<file path="src/design/nsgc_pkg.sv">
`default_nettype none
package nsgc_pkg;

	// source frame geometry
	localparam int unsigned SRC_WIDTH   = 320;
	localparam int unsigned SRC_HEIGHT  = 240;
	localparam int unsigned SRC_PIXELS  = SRC_WIDTH * SRC_HEIGHT;
	localparam int unsigned MAX_OUT_DIM = 1024;

	localparam int unsigned ADDR_W = $clog2(SRC_PIXELS);
	localparam int unsigned PIX_W  = 24;
	localparam int unsigned BYTE_W = 8;
	localparam int unsigned DIM_W  = 11;
	localparam int unsigned POS_W  = 10;

	// restoring divider: one quotient bit per stage
	localparam int unsigned QUOT_W     = 9;
	localparam int unsigned REM_W      = 20;
	localparam int unsigned DIV_STAGES = QUOT_W;

	// gray weights, sum of weights is the divisor
	localparam int unsigned W_B0        = 820;
	localparam int unsigned W_B1        = 6094;
	localparam int unsigned W_B2        = 3086;
	localparam int unsigned SUM_W       = 22;
	// floor(x / 10000) == (x * RECIP_M) >> RECIP_SHIFT for x < 2**SUM_W
	localparam int unsigned RECIP_M     = 27487791;
	localparam int unsigned RECIP_W     = 25;
	localparam int unsigned RECIP_SHIFT = 38;
	localparam int unsigned PROD_W      = SUM_W + RECIP_W;

	// result queue
	localparam int unsigned FIFO_DEPTH = 32;
	localparam int unsigned FIFO_AW    = $clog2(FIFO_DEPTH);
	localparam int unsigned CNT_W      = FIFO_AW + 1;

	// item modes
	localparam logic MODE_LOAD  = 1'b0;
	localparam logic MODE_FETCH = 1'b1;

	// register indexes
	localparam int unsigned CFG_IDX_W = 2;
	localparam logic [CFG_IDX_W-1:0] REG_OUT_WIDTH  = 2'd0;
	localparam logic [CFG_IDX_W-1:0] REG_OUT_HEIGHT = 2'd1;
	localparam logic [CFG_IDX_W-1:0] REG_RGB_MODE   = 2'd2;

	localparam logic [DIM_W-1:0] RST_OUT_WIDTH  = DIM_W'(SRC_WIDTH);
	localparam logic [DIM_W-1:0] RST_OUT_HEIGHT = DIM_W'(SRC_HEIGHT);

	typedef struct packed {
		logic               valid;
		logic               fetch;
		logic               oor;
		logic [ADDR_W-1:0]  addr;
		logic [PIX_W-1:0]   pixel;
		logic [REM_W-1:0]   rem_r;
		logic [REM_W-1:0]   rem_c;
		logic [QUOT_W-1:0]  q_r;
		logic [QUOT_W-1:0]  q_c;
	} div_item_t;

	typedef struct packed {
		logic valid;
		logic oor;
	} meta_t;

	typedef struct packed {
		logic [BYTE_W-1:0] gray;
		logic              oor;
	} res_t;

endpackage
`default_nettype wire

</file>
<file path="src/design/nsgc_out_fifo.sv">
`default_nettype none
// Result queue; the top level reserves a slot per fetch, so push never overflows.
module nsgc_out_fifo (
	input  wire logic                 clk,
	input  wire logic                 arst_n,
	input  wire logic                 push,
	input  wire nsgc_pkg::res_t       push_data,
	output logic                      out_valid,
	input  wire logic                 out_stall,
	output nsgc_pkg::res_t            out_data
);

	nsgc_pkg::res_t                  entries_q [nsgc_pkg::FIFO_DEPTH];
	logic [nsgc_pkg::FIFO_AW-1:0]    wr_ptr_q;
	logic [nsgc_pkg::FIFO_AW-1:0]    rd_ptr_q;
	logic [nsgc_pkg::CNT_W-1:0]      count_q;
	logic                            pop;

	assign out_valid = (count_q != '0);
	assign out_data  = entries_q[rd_ptr_q];
	assign pop       = out_valid && !out_stall;

	always_ff @(posedge clk) begin
		if (push) begin
			entries_q[wr_ptr_q] <= push_data;
		end
	end

	always_ff @(posedge clk or negedge arst_n) begin
		if (!arst_n) begin
			wr_ptr_q <= '0;
			rd_ptr_q <= '0;
			count_q  <= '0;
		end else begin
			if (push) begin
				wr_ptr_q <= wr_ptr_q + 1'b1;
			end
			if (pop) begin
				rd_ptr_q <= rd_ptr_q + 1'b1;
			end
			case ({push, pop})
				2'b10:   count_q <= count_q + 1'b1;
				2'b01:   count_q <= count_q - 1'b1;
				default: count_q <= count_q;
			endcase
		end
	end

endmodule
`default_nettype wire

</file>
<file path="config.mk">
export PLATFORM = sky130hd
export DESIGN_NAME = nsgc_out_fifo
export DESIGN_NICKNAME = d
export VERILOG_FILES = /design/src/design/nsgc_pkg.sv /design/src/design/nsgc_out_fifo.sv
export SDC_FILE = /design/constraint.sdc
export NUM_CORES = 1
export LEC_CHECK = 0
export ABC_CLOCK_PERIOD_IN_PS = 2800
export BUFFER_PORTS_ARGS = -buffer_cell sky130_fd_sc_hd__buf_2
export CORE_UTILIZATION = 56
export CTS_BUF_LIST = sky130_fd_sc_hd__clkbuf_16
export DETAILED_ROUTE_END_ITERATION = 8
export PLACE_DENSITY_LB_ADDON = 0.05
export SYNTH_ARGS = -nofsm -noshare
export SYNTH_HDL_FRONTEND = slang
export SYNTH_SLANG_ARGS = --single-unit
</file>
<file path="constraint.sdc">
create_clock -name clk -period 2.8 [get_ports clk]
set_input_delay 0.56 -clock clk [delete_from_list [all_inputs] [get_ports clk]]
set_output_delay 0.56 -clock clk [all_outputs]
set_load 0.03 [all_outputs]
</file>
==> reports/qor.csv, run 1 <==
metric;value;unit
status;finished with violations;
violations;negative setup slack;
fin_setup_tns;-2.86;ns
crit_end;out_data[7];
port-buffer-count;22;
viasPerCell;6.02;
num_vias;5990;
yosys_warnings;0;
finalHoldViolCount;0;
grt_pass1_vias;6081;
detail-route-antenna-nets;0;
p_clk_share;27.6;%
fill_cells;1353;
worst_pin_slew;0.659;ns
synth_flop_cell;edfxtp_1;
static-leakage-power;4.87;nW
grt_pass1_wl;37400;µm
cellPowerDensity;1040;nW/µm²
wl_per_cell;25.0;µm
area_growth;17.9;%
maxSlewViolCount;0;
syn_area_per_cell;20.1;µm²
hp-class;in2reg;
clockRootBuffer;clkbuf_16;
antenna_found_initial;0;
yosys.area.top_type;edfxtp_1;
start_kind;flip-flop;
grtUsageTotal;23.3;%
startpoint;rd_ptr_q[0]$_DFFE_PN0N_;
synth.top_cell.area_share;71.5;%
clk_pin_slew;0.06;ns
r2r-start;count_q[2]$_DFFE_PN0P_;
syn_area;12100;µm²
p_sw_share;30.8;%
cp_max_fo;7;
synthArstFlopShare;5.26;%
grt_max_degree;33;
critPathRequiredTime;2.24;ns
ys_types;43;
dp_cells;931;
htreeDepth;1;
drt_iter0_drc;466;
fin_skew;0.0169;ns
setup_viol;9;
power_frac_comb;34.4;%
r2r-end;count_q[5]$_DFFE_PN0P_;
rows;53;
numCtsBuffers;30;
ir_drop;0.675;mV
chipHeight;149;µm
switchingPower;4.56;mW
final_layout_size_suffix_gt1_share;30.0;%
cts_sinks;304;
worstSkewPairLatency;0.55;ns
diodes;0;
drc;0;
reg2reg_depth;8;
gp_congestion;0.792;
layout.nets;721;
clockBufferDepth;3;
pwr-share-seq;38.0;%
arrival;2.59;ns
wl;24900;µm
first_pass_iters;5;
p_int;10.2;mW
max_slew_margin;56.0;%
design.die.area;22200;µm²
core_area;21100;µm²
fin_crit;3.15;ns
final_cells;995;
ys_ff_latch;304;
dpl.hpwl;15400;µm
ys_seq_area_share;74.8;%
synthTopCellsByArea;edfxtp_1, mux4_2, mux4_1, dfrtp_1, mux2i_1;
grt.overflow.total;0;
netlist_instances;601;
end_kind;output pin;
cts_tree;built;
chipWidth;149;µm
fmax;0.317;GHz
r2r_slack;0.13;ns
io_pins;23;
start_util;57.4;%
timing.final.ws_setup;-0.355;ns
finalCritPeriodShare;113;%
critPathKind;reg2out;
synth.net_count;625;
rsz0062_at_grt;true;
max_cap_viol_count;0;
synth_edf_count;288;
[area by class of cell]
type,instances,area (µm²),share of cell area [%]
clock buffer,31,776,5.44
clock inverter,24,246,1.73
inverter,3,11.3,0.0789
multi-input combinational,261,2970,20.8
sequential,304,9050,63.5
tap,275,344,2.41
timing repair buffer,97,868,6.09
[kinds of logic (layout without fill, tap and decap cells)]
| logic type | count (synthesis) | after routing | synth area share, % |
|---|---|---|---|
| flops | 304 | 304 | 74.8 |
| mux | 92 | 92 | 14.2 |
| compound gates | 75 | 75 | 4.33 |
| simple gates | 71 | 71 | 2.74 |
| buf+inv | 36 | 155 | 1.90 |
| xor+xnor | 12 | 12 | 0.869 |
| fa+ha+maj | 11 | 11 | 1.20 |
[through the flow]
step	area, µm²	hold WS (ns)	total power, mW	setup WS, ns	util [%]
finish	14300	0.366	14.8	-0.355	67.6
global route	14300	0.370	15.4	-0.410	67.6
CTS	14200	0.340	14.6	-0.378	67.1
detailed placement	12900	0.472	9.96	-0.0862	61.0
global placement	12900	0.457	9.90	-0.0607	61.0
floorplan	12100	0.264	8.56	0.121	-
[power by group through the flow]
stage	combinational (mW)	sequential [mW]	clock, mW
after floorplan	3.02	5.54	0
after CTS	4.86	5.61	4.14
after global routing	5.40	5.65	4.32
final	5.09	5.62	4.08
after detailed placement	4.21	5.76	0
after global placement	4.17	5.73	0
[metal layers]
layer	global-route usage, %	vias up	routed length (µm)
li1	-	2678	-
met1	34.5	3132	11100
met2	37.5	149	12300
met3	2.91	31	1080
met4	5.20	0	382
met5	0	-	0
[timing repair]
item                                   in CTS  in global routing
cloned                                      1                  0
endpoints found under the hold margin      16                  0
pin swaps                                  17                 11
resized for setup                          49                 28
setup buffers                               7                  1
hold buffers                                1                  0
setup endpoints to repair                  10                 10
[layout by cell type, fill, tap and decap left out, drive strengths merged, types with 10 or more instances in the layout]
cell | netlist | routed
a211oi | 17 | 17
a21oi | 13 | 13
buf | 20 | 96
clkbuf | 13 | 31
clkinv | 0 | 12
dfrtp | 16 | 16
edfxtp | 288 | 288
ha | 10 | 10
mux2i | 34 | 34
mux4 | 56 | 56
nand2 | 13 | 13
nor2 | 38 | 38
[registers in the layout, indices dropped and copies added (netlist names)]
signal	cells
rd_ptr_q	5
wr_ptr_q	5
count_q	6
entries_q	288
[Yosys cell counts (all sizes together), types with 2 or more instances]
cell type	number
nand3	2
a22o	8
dfrtp	16
o22ai	8
nor2	38
edfxtp	288
xor2	6
clkbuf	13
a21oi	13
mux4	56
nor2b	2
a211oi	17
nor4b	2
nand3b	3
inv	3
nor4	2
nand2	13
mux2	2
mux2i	34
or3b	2
a21o	2
xnor2	6
nand4	2
o21ai	8
o221ai	9
a22oi	9
ha	10
buf	20
[worst max-delay path, stage by stage, from the launching register on]
cell and delay, ns:
dfrtp_4 0.44, buf_8 0.15, mux4_1 0.59, mux4_2 0.51, nor2_4 0.14, a21oi_4 0.05
buf_6 0.15
[how the worst min path moves through the flow]
stage / startpoint / to / slack (ns) / cells after the start
floorplan: arst_n / count_q[0]$_DFFE_PN0P_ / 0.26 / 0
global placement: count_q[5]$_DFFE_PN0P_ / count_q[5]$_DFFE_PN0P_ / 0.46 / 1
detailed placement: count_q[5]$_DFFE_PN0P_ / count_q[5]$_DFFE_PN0P_ / 0.47 / 1
CTS: push / wr_ptr_q[0]$_DFFE_PN0P_ / 0.34 / 2
global route: push / wr_ptr_q[0]$_DFFE_PN0P_ / 0.37 / 2
finish: push / wr_ptr_q[0]$_DFFE_PN0P_ / 0.37 / 2
(Power assumes the default switching activity.)
==> inputs of run 2 (changes only) <==
- PLACE_DENSITY: default -> 0.75
- PLACE_DENSITY_LB_ADDON: 0.05 -> default
==> reports/qor.csv, run 2 (same netlist as run 1, synthesis figures left out) <==
metric;value;unit;change
maxSlewViolCount;0;;unchanged
design.die.area;22200;µm²;unchanged
antenna_found_initial;0;;unchanged
grtUsageTotal;24.0;%;+0.76 points
cp_max_fo;10;;+3
critPathRequiredTime;2.24;ns;about the same
numCtsBuffers;30;;unchanged
worst_pin_slew;0.672;ns;+0.0124 ns
fin_crit;3.24;ns;+0.0889 ns
grt_max_degree;33;;unchanged
gp_congestion;0.814;;+2.8%
chipWidth;149;µm;unchanged
static-leakage-power;4.82;nW;-1.0%
io_pins;23;;unchanged
cts_tree;built;;
hp-start;push;;
grt_pass1_vias;6370;;+4.8%
final_cell_mix;edfxtp_1, buf_4, mux4_2;;
max_slew_margin;55.2;%;-0.82 points
r2r-start;count_q[2]$_DFFE_PN0P_;;
dpl.hpwl;15500;µm;+0.64%
setup_viol;9;;unchanged
critPathKind;reg2out;;
largest_register_ffs;288;;unchanged
hp-class;in2reg;;
end_kind;output pin;;
startpoint;rd_ptr_q[0]$_DFFE_PN0N_;;
finalCritPeriodShare;116;%;+3.2 points
violations;negative setup slack;;
wl;25500;µm;+2.3%
power;14.5;mW;-2.3%
max_cap_viol_count;0;;unchanged
wl_per_cell;25.6;µm;+2.5%
status;finished with violations;;
chipHeight;149;µm;unchanged
cts_sinks;304;;unchanged
clockBufferDepth;3;;unchanged
final_cell_area;14100;µm²;-0.98%
fin_skew;0.0165;ns;-0.000375 ns
grt.overflow.total;0;;unchanged
detail-route-antenna-nets;0;;unchanged
regMostFlops;entries_q;;
area_growth;16.7;%;
drt_iter0_drc;538;;+15%
first_pass_iters;4;;-1
ir_drop;0.606;mV;-10%
drc;0;;unchanged
rsz0062_at_grt;true;;
viasPerCell;6.27;;+4.2%
fin_util;67.0;%;-0.66 points
arrival;2.68;ns;+0.09 ns
r2r_slack;0.11;ns;-0.02 ns
dpl_cell_area;12900;µm²;about the same
htreeDepth;1;;unchanged
start_util;57.4;%;unchanged
fmax;0.308;GHz;-2.7%
start_kind;flip-flop;;
num_vias;6229;;+4.0%
clockRootBuffer;clkbuf_16;;
rows;53;;unchanged
worstSkewPairLatency;0.55;ns;about the same
cellPowerDensity;1020;nW/µm²;-1.3%
grt_pass1_wl;38400;µm;+2.7%
core_area;21100;µm²;unchanged
port-buffer-count;22;;unchanged
final_layout_size_suffix_gt1_share;29.0;%;-1.0 points
final_common_cell;edfxtp_1;;
layout.nets;720;;-0.14%
top_regs;entries_q x288, count_q x6;;
diodes;0;;unchanged
finalHoldViolCount;0;;unchanged
timing.final.ws_setup;-0.444;ns;-0.0889 ns
clk_pin_slew;0.06;ns;about the same
-- run 2: changes by cell type in the layout (fill, tap and decap cells not counted), sizes merged --
| cell | before | now |
|---|---|---|
| clkinv | 12 | 9 |
| inv | 8 | 13 |
| buf | 96 | 95 |
| bufinv | 5 | 2 |
-- run 2: stage by stage --
stage	setup slack [ns]	hold WS (ns)	TNS, ns	cells
floorplan	0.121	0.264	0	601
global placement	0.0103	0.458	0	929
detailed placement	-0.0854	0.463	-0.234	929
CTS	-0.430	0.335	-3.30	992
global route	-0.493	0.359	-3.70	993
finish	-0.444	0.344	-3.18	993
-- run 2: repair_timing --
action | CTS | global route
pin swaps | 14 | 2
hold buffers | 1 | 0
cloned | 1 | 0
buffers inserted | 7 | 1
hold endpoints to repair | 16 | 0
endpoints found under the setup margin | 9 | 10
gates resized for setup | 51 | 14
-- run 2: final cells by class --
class	instances	area [µm²]
flip-flops and latches	304	9060
repair buffers	96	863
inverters	3	11.3
multi-input cells	261	2920
clock inverters	23	150
fillers	1323	6960
well taps	275	344
clock buffers	31	776
-- run 2: power breakdown --
part	total, mW	switching, mW	internal [mW]
clock	3.72	1.56	2.16
sequential	5.69	0.327	5.36
combinational	5.04	2.66	2.38
total	14.5	4.55	9.90
-- run 2: layer usage --
| layer | global-route usage, % | vias up | wire length [µm] |
|---|---|---|---|
| li1 | - | 2674 | - |
| met1 | 33.0 | 3244 | 10200 |
| met2 | 40.0 | 262 | 12700 |
| met3 | 4.13 | 49 | 1870 |
| met4 | 6.84 | 0 | 663 |
| met5 | 0 | - | 0 |
-- run 2: worst paths after layout --
check,end,cells past startpoint
min in group asynchronous,count_q[2]$_DFFE_PN0P_,2
worst min-delay path,wr_ptr_q[0]$_DFFE_PN0P_,2
worst min register to register,count_q[5]$_DFFE_PN0P_,1
worst max-delay path,out_data[8],7
max in group asynchronous,rd_ptr_q[0]$_DFFE_PN0N_,2
worst max register to register,count_q[5]$_DFFE_PN0P_,8
-- run 2: worst max-delay path, stage by stage, from the launching register on --
cell and delay, ns:
dfrtp_4 0.46, buf_12 0.16, buf_16 0.16, mux4_2 0.56, a22o_1 0.21, a211oi_2 0.32, a21oi_2 0.09, buf_6 0.16
