--- src/design/nsgc_pkg.sv ---
`default_nettype none
package nsgc_pkg;

	// source frame geometry
	localparam int unsigned SRC_WIDTH   = 320;
	localparam int unsigned SRC_HEIGHT  = 240;
	localparam int unsigned SRC_PIXELS  = SRC_WIDTH * SRC_HEIGHT;
	localparam int unsigned MAX_OUT_DIM = 1024;

	localparam int unsigned ADDR_W = $clog2(SRC_PIXELS);
	localparam int unsigned PIX_W  = 24;
	localparam int unsigned BYTE_W = 8;
	localparam int unsigned DIM_W  = 11;
	localparam int unsigned POS_W  = 10;

	// restoring divider: one quotient bit per stage
	localparam int unsigned QUOT_W     = 9;
	localparam int unsigned REM_W      = 20;
	localparam int unsigned DIV_STAGES = QUOT_W;

	// gray weights, sum of weights is the divisor
	localparam int unsigned W_B0        = 820;
	localparam int unsigned W_B1        = 6094;
	localparam int unsigned W_B2        = 3086;
	localparam int unsigned SUM_W       = 22;
	// floor(x / 10000) == (x * RECIP_M) >> RECIP_SHIFT for x < 2**SUM_W
	localparam int unsigned RECIP_M     = 27487791;
	localparam int unsigned RECIP_W     = 25;
	localparam int unsigned RECIP_SHIFT = 38;
	localparam int unsigned PROD_W      = SUM_W + RECIP_W;

	// result queue
	localparam int unsigned FIFO_DEPTH = 32;
	localparam int unsigned FIFO_AW    = $clog2(FIFO_DEPTH);
	localparam int unsigned CNT_W      = FIFO_AW + 1;

	// item modes
	localparam logic MODE_LOAD  = 1'b0;
	localparam logic MODE_FETCH = 1'b1;

	// register indexes
	localparam int unsigned CFG_IDX_W = 2;
	localparam logic [CFG_IDX_W-1:0] REG_OUT_WIDTH  = 2'd0;
	localparam logic [CFG_IDX_W-1:0] REG_OUT_HEIGHT = 2'd1;
	localparam logic [CFG_IDX_W-1:0] REG_RGB_MODE   = 2'd2;

	localparam logic [DIM_W-1:0] RST_OUT_WIDTH  = DIM_W'(SRC_WIDTH);
	localparam logic [DIM_W-1:0] RST_OUT_HEIGHT = DIM_W'(SRC_HEIGHT);

	typedef struct packed {
		logic               valid;
		logic               fetch;
		logic               oor;
		logic [ADDR_W-1:0]  addr;
		logic [PIX_W-1:0]   pixel;
		logic [REM_W-1:0]   rem_r;
		logic [REM_W-1:0]   rem_c;
		logic [QUOT_W-1:0]  q_r;
		logic [QUOT_W-1:0]  q_c;
	} div_item_t;

	typedef struct packed {
		logic valid;
		logic oor;
	} meta_t;

	typedef struct packed {
		logic [BYTE_W-1:0] gray;
		logic              oor;
	} res_t;

endpackage
`default_nettype wire

--- src/design/nsgc_scale_div.sv ---
`default_nettype none
// Two restoring dividers side by side, one quotient bit per stage, MSB first.
// Loads ride along untouched so that store accesses keep item order.
module nsgc_scale_div (
	input  wire logic                           clk,
	input  wire logic                           arst_n,
	input  wire nsgc_pkg::div_item_t            in_item,
	input  wire logic [nsgc_pkg::DIM_W-1:0]     out_width,
	input  wire logic [nsgc_pkg::DIM_W-1:0]     out_height,
	output nsgc_pkg::div_item_t                 out_item
);

	nsgc_pkg::div_item_t pipe [nsgc_pkg::DIV_STAGES+1];

	assign pipe[0]  = in_item;
	assign out_item = pipe[nsgc_pkg::DIV_STAGES];

	for (genvar k = 0; k < nsgc_pkg::DIV_STAGES; k++) begin : g_stage
		localparam int unsigned B = nsgc_pkg::QUOT_W - 1 - k;

		nsgc_pkg::div_item_t         nxt;
		logic [nsgc_pkg::REM_W-1:0]  dsh_r;
		logic [nsgc_pkg::REM_W-1:0]  dsh_c;

		assign dsh_r = nsgc_pkg::REM_W'(out_height) << B;
		assign dsh_c = nsgc_pkg::REM_W'(out_width) << B;

		always_comb begin
			nxt = pipe[k];
			if (pipe[k].rem_r >= dsh_r) begin
				nxt.rem_r  = pipe[k].rem_r - dsh_r;
				nxt.q_r[B] = 1'b1;
			end
			if (pipe[k].rem_c >= dsh_c) begin
				nxt.rem_c  = pipe[k].rem_c - dsh_c;
				nxt.q_c[B] = 1'b1;
			end
		end

		always_ff @(posedge clk or negedge arst_n) begin
			if (!arst_n) begin
				pipe[k+1] <= '0;
			end else begin
				pipe[k+1] <= nxt;
			end
		end
	end

endmodule
`default_nettype wire

--- config.mk ---
export PLATFORM = sky130hd
export DESIGN_NAME = nsgc_scale_div
export DESIGN_NICKNAME = d
export VERILOG_FILES = /design/src/design/nsgc_pkg.sv /design/src/design/nsgc_scale_div.sv
export SDC_FILE = /design/constraint.sdc
export NUM_CORES = 1
export LEC_CHECK = 0
export BUFFER_PORTS_ARGS = -buffer_cell sky130_fd_sc_hd__buf_2
export CAP_MARGIN = 20
export CORE_MARGIN = 8
export CORE_UTILIZATION = 40
export CTS_CLUSTER_SIZE = 8
export DETAILED_ROUTE_END_ITERATION = 16
export GPL_ROUTABILITY_DRIVEN = 0
export MAX_ROUTING_LAYER = met4
export SLEW_MARGIN = 5
export SYNTH_ARGS = -nofsm -noshare
export SYNTH_HDL_FRONTEND = slang
export SYNTH_SLANG_ARGS = --single-unit
export TNS_END_PERCENT = 1
--- constraint.sdc ---
create_clock -name clk -period 3.25 [get_ports clk]
set_input_delay 0.4875 -clock clk [delete_from_list [all_inputs] [get_ports clk]]
set_output_delay 0.4875 -clock clk [all_outputs]
set_load 0.01 [all_outputs]
==> impl_metrics.csv, run 1 <==
group,metric,value,unit
global_routing,grt_pass1_wl,123.1,mm
min_path,hold_path.class,"in2reg",
timing,hold_violations,0,
yosys,ys_seq_elements,918,
worst_setup_path,endpoint_kind,"flip-flop",
timing,worst_slew_pin_slew,0.6848,ns
power,powerDensity,883.4,nW/um^2
global_routing,grt_pass1_vias,23790,
power,p_seq_frac,0.380,
yosys,synth_area_leaders,"dfrtp_1, ha_1, a21oi_1",
worst_setup_path,cp.required,3.82,ns
die,pin_count,228,
die,dieHeight,319.5,um
timing,fin_worst_skew,0.03636,ns
yosys,synth_compound_area_frac,0.1006,
power,p_sw,12480,uW
yosys,yosys.area_share.simple,0.09407,
yosys,synth_most_common_cell,"dfrtp_1",
power,intPower,26920,uW
detailed_routing,drc_errors,0,
finish,nNetsFinal,3735,
power,p_comb_frac,0.303,
worst_setup_path,critPathArrivalTime,3.48,ns
finish,area_growth,21.05,%
timing,fmax,343.9,MHz
detailed_routing,ant_nets,0,
finish,n_fill_cell,7944,
yosys,ys_seq_area_frac,0.6235,
worst_setup_path,cp-startpoint,"pipe[120]",
yosys,synth_flop_cell,"dfrtp_1",
worst_setup_path,r2r_start,"pipe[120]",
power,vdd_drop_max,0.3657,mV
yosys,syn_nets,3285,
detailed_routing,vias_per_cell,4.939,
clock_tree,cts_max_level,4,
run,max_cap_viol_count,0,
global_routing,antenna_found_initial,4,
clock_tree,numCtsBuffers,134,
detailed_routing,drt_first_pass_iters,5,
status,status,"finished clean",
clock_tree,cts_tree,"built",
yosys,ys_warn_count,0,
timing,rsz0062_at_grt,"false",
global_routing,grt-ovfl-total,0,
yosys,synth_xor_area_frac,0.04755,
worst_setup_path,path_class,"reg2reg",
die,start_util,0.4025,
timing,min_period,2.908,ns
worst_setup_path,startpoint_type,"flip-flop",
worst_setup_path,reg2reg_depth,11,
worst_setup_path,endpoint,"out_item[35]",
clock_tree,clock_latency,0.72,ns
yosys,synth_top_family_by_area,"compound AO/OA/AOI/OAI gates",
die,fp.dieW,319.5,um
worst_setup_path,r2r_end,"out_item[35]",
power,cellLeakagePower,0.01990,uW
clock_tree,cts.clk_slew.worst_paths,0.05,ns
detailed_routing,vias,22740,
clock_tree,post_cts_resized,0,
yosys,yosys.area.top_type_share,0.6235,
yosys,syn_inst,2943,
timing,timing.final.crit_share,0.8947,
detailed_routing,routedWlPerCell,16.29,um
yosys,syn_area,36840,um^2
yosys,synth_fa_ha_area_frac,0.07702,
yosys,synth-edff-count,0,
finish,drive_above_1_share,0.1821,
yosys,syn_avg_cell_area,12.52,um^2
global_routing,grt_max_degree,110,
finish,multiInputGateArea,12570,um^2
finish,final_area,44600,um^2
timing,setup_violations,0,
yosys,synthDistinctLibCells,74,
placement,place_area,39860,um^2
clock_tree,cts_sinks,918,
timing,slew_viol_final,0,
power,p_sw_frac,0.3167,
finish,regArea,22970,um^2
worst_setup_path,r2r_setup_slack,0.34,ns
worst_setup_path,crit_fanout,7,
detailed_routing,first_iter_violations,1120,
yosys,synth_common_cells,"dfrtp_1, nor2_1, a21oi_1",
clock_tree,clk_path_buf_depth,3,
die,core-area,91520,um^2
clock_tree,cts-root-buf,"clkbuf_16",
yosys,synth_mux_area_frac,0.02170,
global_routing,groute.usage.overall,0.1533,
timing,relSlewSlack,0.5395,
power,pwr-share-clk,0.317,
finish,final_util,0.4873,
die,die_area,102100,um^2
yosys,synth_area_leader_cell,"dfrtp_1",
timing,whs,0.04647,ns
placement,dp_hpwl,52.62,mm
yosys,synth-async-reset-ratio,1.000,
placement,io_buffers,227,
die,fp-row-count,111,
timing,tns,0,ns
detailed_routing,wl,74.98,mm
## worst max-delay path: stages (launching register included)
cell	delay, ns
dfrtp_1	0.35
inv_1	0.05
ha_1	0.20
fa_1	0.41
nand2b_1	0.18
nor3b_1	0.14
o31a_1	0.33
o21ai_0	0.37
buf_4	0.20
o21ai_1	0.14
o31ai_1	0.29
o41ai_1	0.11
## metal layers
| layer | part of all wire | GRT usage | up-vias | wire length, um |
|---|---|---|---|---|
| li1 | - | - | 11070 | - |
| met1 | 0.45 | 0.1904 | 11050 | 33640 |
| met2 | 0.48 | 0.2465 | 468 | 35730 |
| met3 | 0.045 | 0.03315 | 151 | 3377 |
| met4 | 0.030 | 0.05862 | 0 | 2233 |
| met5 | 0 | - | - | 0 |
## power by group through the flow
stage / registers, uW / clock network (uW) / logic, uW
6_report: 15000 / 12500 / 12000
5_1_grt: 15200 / 13400 / 13500
4_1_cts: 15000 / 12900 / 12000
3_5_place_dp: 15100 / 0 / 11800
3_3_place_gp: 15100 / 0 / 11700
2_1_floorplan: 14700 / 0 / 9270
## timing repair
action	in CTS	in global routing
hold endpoints to repair	137	0
hold buffers	90	0
setup buffers	0	0
## how the worst min path moves through the flow
stage / startpoint / endpoint / slack, ns / cells after the start
2_1_floorplan: arst_n / g_stage[1].nxt[0] / 0.19 / 0
3_3_place_gp: g_stage[5].nxt[69] / g_stage[6].nxt[69] / 0.33 / 0
3_5_place_dp: g_stage[1].nxt[62] / g_stage[2].nxt[62] / 0.33 / 0
4_1_cts: in_item[52] / pipe[868] / 0.004 / 2
5_1_grt: in_item[52] / pipe[868] / 0.02 / 2
6_report: in_item[17] / g_stage[1].nxt[17] / 0.05 / 2
## cell type report
| type | count | share of cell area |
|---|---|---|
| clock inverter | 17 | 0.009090 |
| tap | 1186 | 0.03328 |
| timing repair buffer | 459 | 0.07542 |
| inverter | 99 | 0.008333 |
| sequential | 918 | 0.5151 |
| clock buffer | 141 | 0.07668 |
| multi-input combinational | 1781 | 0.2819 |
| antenna | 3 | 0.0001683 |
## state kept, by name, indices dropped and copies added (netlist names)
signal       flops
g_stage.nxt    480
pipe           336
out_item       102
## cell families after synthesis
| family | count (synthesis) |
|---|---|
| AND/OR/NAND/NOR | 689 |
| AO/OA/AOI/OAI | 605 |
| XOR/XNOR | 200 |
| flip-flops | 918 |
| adder cells (fa/ha/maj) | 216 |
| multiplexers | 71 |
| buffers and inverters | 244 |
## cells in the final DEF, fill, tap and decap left out, types with 17 or more instances in the layout
cell,count
dfrtp_1,918
nor2_1,226
buf_2,226
a21oi_1,214
ha_1,198
o21ai_0,147
clkbuf_16,134
nand2_1,130
buf_4,122
xnor2_1,105
inv_1,98
xor2_1,95
dlygate4sd3_1,90
mux2_2,59
nor3_1,47
nand2b_1,47
a21o_1,39
nor4_1,33
nor2b_1,31
nand3_1,29
o21a_1,27
or4_1,27
a211oi_1,26
nand4_1,23
o211ai_1,22
or2_2,20
or3_1,20
buf_12,20
o31ai_1,19
fa_1,18
a31oi_1,17
## metrics by stage
step                total power (uW)  std cells  setup WS [ns]
floorplan                      23970       2943        0.07701
global placement               26860       4353        0.03666
detailed placement             26960       4353        0.01441
CTS                            39940       4601         0.3424
global route                   42110       4604         0.1291
finish                         39400       4604         0.3423
No activity file was read; power rests on OpenSTA's default activity.
==> run 2, diff against run 1 <==
--- a/config.mk
+++ b/config.mk
@@ -8,11 +8,12 @@
 export BUFFER_PORTS_ARGS = -buffer_cell sky130_fd_sc_hd__buf_2
 export CAP_MARGIN = 20
 export CORE_MARGIN = 8
-export CORE_UTILIZATION = 40
+export CORE_UTILIZATION = 60
 export CTS_CLUSTER_SIZE = 8
 export DETAILED_ROUTE_END_ITERATION = 16
 export GPL_ROUTABILITY_DRIVEN = 0
 export MAX_ROUTING_LAYER = met4
+export PLACE_DENSITY = 0.79
 export SLEW_MARGIN = 5
 export SYNTH_ARGS = -nofsm -noshare
 export SYNTH_HDL_FRONTEND = slang
==> run 2 against run 1 <==
  * Utilization grew 22 points
  * Largest cell class unchanged
  * Fmax fell by 7.4%
  * Sequential power barely moved
  * Via count rose by 6.6%
  * Critical path depth did not move
  * Count of clock-buffer cells in the layout fell by 7
  * Highest routed layer unchanged
  * Sequential share of layout area up 1.3 points
  * Power increased by 0.76%
  * Critical path type unchanged
  * Die area is 32% lower
==> impl_metrics.csv, run 2 (same netlist as run 1, synthesis figures left out) <==
group,metric,value,unit
die,fp.dieW,263.8,um
global_routing,grt-ovfl-total,0,
clock_tree,post_cts_resized,0,
timing,timing.final.crit_share,0.9666,
worst_setup_path,r2r_setup_slack,0.11,ns
power,p_seq_frac,0.381,
clock_tree,numCtsBuffers,132,
detailed_routing,vias,24250,
finish,area_growth,17.96,%
detailed_routing,vias_per_cell,5.843,
power,cellLeakagePower,0.01956,uW
power,p_sw_frac,0.3316,
finish,final_common_cell,"dfrtp_1",
detailed_routing,drc_errors,0,
status,status,"finished clean",
finish,nNetsFinal,3686,
detailed_routing,ant_nets,0,
placement,dp_hpwl,52.64,mm
timing,worst_slew_pin_slew,0.9476,ns
finish,most-common-layout-cells,"dfrtp_1, nor2_1, buf_2, a21oi_1, ha_1",
placement,place_area,38960,um^2
timing,slew_viol_final,0,
detailed_routing,first_iter_violations,1516,
clock_tree,clk_path_buf_depth,3,
global_routing,grt_max_degree,92,
worst_setup_path,path_class,"reg2reg",
worst_setup_path,cp.required,3.86,ns
timing,hold_violations,0,
min_path,min_to,"pipe[849]",
clock_tree,clock_latency,0.70,ns
clock_tree,cts_tree,"built",
worst_setup_path,endpoint_kind,"flip-flop",
placement,io_buffers,227,
timing,setup_violations,0,
detailed_routing,wl,86.33,mm
worst_setup_path,crit_fanout,7,
min_path,holdPathStages,3,
power,powerDensity,913.4,nW/um^2
worst_setup_path,startpoint_type,"flip-flop",
worst_setup_path,r2r_end,"out_item[37]",
timing,fmax,318.3,MHz
clock_tree,cts_max_level,4,
die,dieHeight,263.8,um
die,fp-row-count,91,
global_routing,grt_pass1_wl,139.9,mm
timing,min_period,3.141,ns
timing,fin_worst_skew,0.03134,ns
clock_tree,cts-root-buf,"clkbuf_16",
timing,relSlewSlack,0.3683,
timing,rsz0062_at_grt,"false",
worst_setup_path,reg2reg_depth,11,
detailed_routing,drt_first_pass_iters,6,
power,intPower,26530,uW
global_routing,antenna_found_initial,2,
power,p_comb_frac,0.309,
finish,final_cells,4150,
die,core-area,61260,um^2
min_path,hold_path.class,"in2reg",
worst_setup_path,critPathArrivalTime,3.75,ns
clock_tree,cts.clk_slew.worst_paths,0.05,ns
finish,n_fill_cell,3884,
die,pin_count,228,
worst_setup_path,r2r_start,"pipe[120]",
clock_tree,cts_sinks,918,
finish,final_area,43460,um^2
power,vdd_drop_max,0.5727,mV
die,die_area,69590,um^2
global_routing,groute.usage.overall,0.2599,
global_routing,grt_pass1_vias,26230,
timing,tns,0,ns
detailed_routing,routedWlPerCell,20.80,um
placement,place_inst,3916,
power,power,39700,uW
finish,drive_above_1_share,0.1709,
power,p_sw,13160,uW
finish,largest_reg_flops,480,
run,max_cap_viol_count,0,
power,pwr-share-clk,0.310,
min_path,min_from,"in_item[33]",
die,start_util,0.6014,
## run 2: cell types whose count changed in the layout (fill, tap and decap cells not counted), sizes merged
| cell | previous run | this run |
|---|---|---|
| dlygate4sd3 | 90 | 84 |
| clkinv | 14 | 12 |
| diode | 3 | 2 |
| bufinv | 1 | 0 |
| buf | 369 | 328 |
| clkbuf | 141 | 134 |
## run 2: per-stage QoR
stage | setup WS [ns] | hold slack [ns] | util
global route | 0.01870 | 0.02701 | 0.7095
floorplan | 0.07701 | 0.1919 | -
CTS | 0.2024 | 0.002369 | 0.7094
detailed placement | 0.01191 | 0.3347 | 0.6360
global placement | 0.1475 | 0.3312 | 0.6360
finish | 0.1086 | 0.05239 | 0.7095
## run 2: worst max-delay path: stages (launching register included)
cell and delay [ns]:
dfrtp_1 0.35, inv_1 0.05, ha_1 0.20, fa_1 0.41, nand2b_1 0.18, nor3b_1 0.15
o31a_1 0.35, o21ai_0 0.33, buf_4 0.20, o21ai_1 0.18, nor3_1 0.40, xor2_1 0.24
## run 2: power by group through the flow
stage	combinational (uW)	sequential, uW	clock [uW]
2_1_floorplan	9270	14700	0
3_3_place_gp	11000	15000	0
3_5_place_dp	11700	15100	0
4_1_cts	12100	15100	12500
5_1_grt	13500	15300	13100
6_report	12300	15100	12300
## run 2: what timing repair did
action | 4_1_cts | 5_1_grt
hold buffers | 84 | 0
endpoints found under the setup margin | 0 | 0
setup buffers | 0 | 0
endpoints found under the hold margin | 143 | 0
## run 2: worst max path at each step
stage	from	end	slack [ns]	cells past startpoint
2_1_floorplan	out_width[1]	pipe[234]	0.08	9
3_3_place_gp	out_width[0]	out_item[36]	0.15	11
3_5_place_dp	out_width[3]	pipe[237]	0.01	11
4_1_cts	pipe[120]	out_item[37]	0.20	11
5_1_grt	pipe[243]	pipe[159]	0.02	11
6_report	pipe[120]	out_item[37]	0.11	11
## run 2: metal layers
| layer | up-vias | part of all wire | global-route usage |
|---|---|---|---|
| met2 | 1014 | 0.51 | 0.4396 |
| met1 | 12020 | 0.40 | 0.3118 |
| met3 | 218 | 0.057 | 0.04872 |
| met5 | - | 0 | - |
| li1 | 10990 | - | - |
| met4 | 0 | 0.032 | 0.09648 |
## run 2: layout make-up
type                    count  area [um^2]  area share
flip-flops and latches    918        22970      0.5286
diodes                      2        5.005   0.0001152
multi-input cells        1781        12570      0.2893
clock buffers             134         3342     0.07690
well taps                 790        988.4     0.02274
clock inverters            14        312.8    0.007198
repair buffers            412         2895     0.06662
inverters                  99        371.6    0.008551
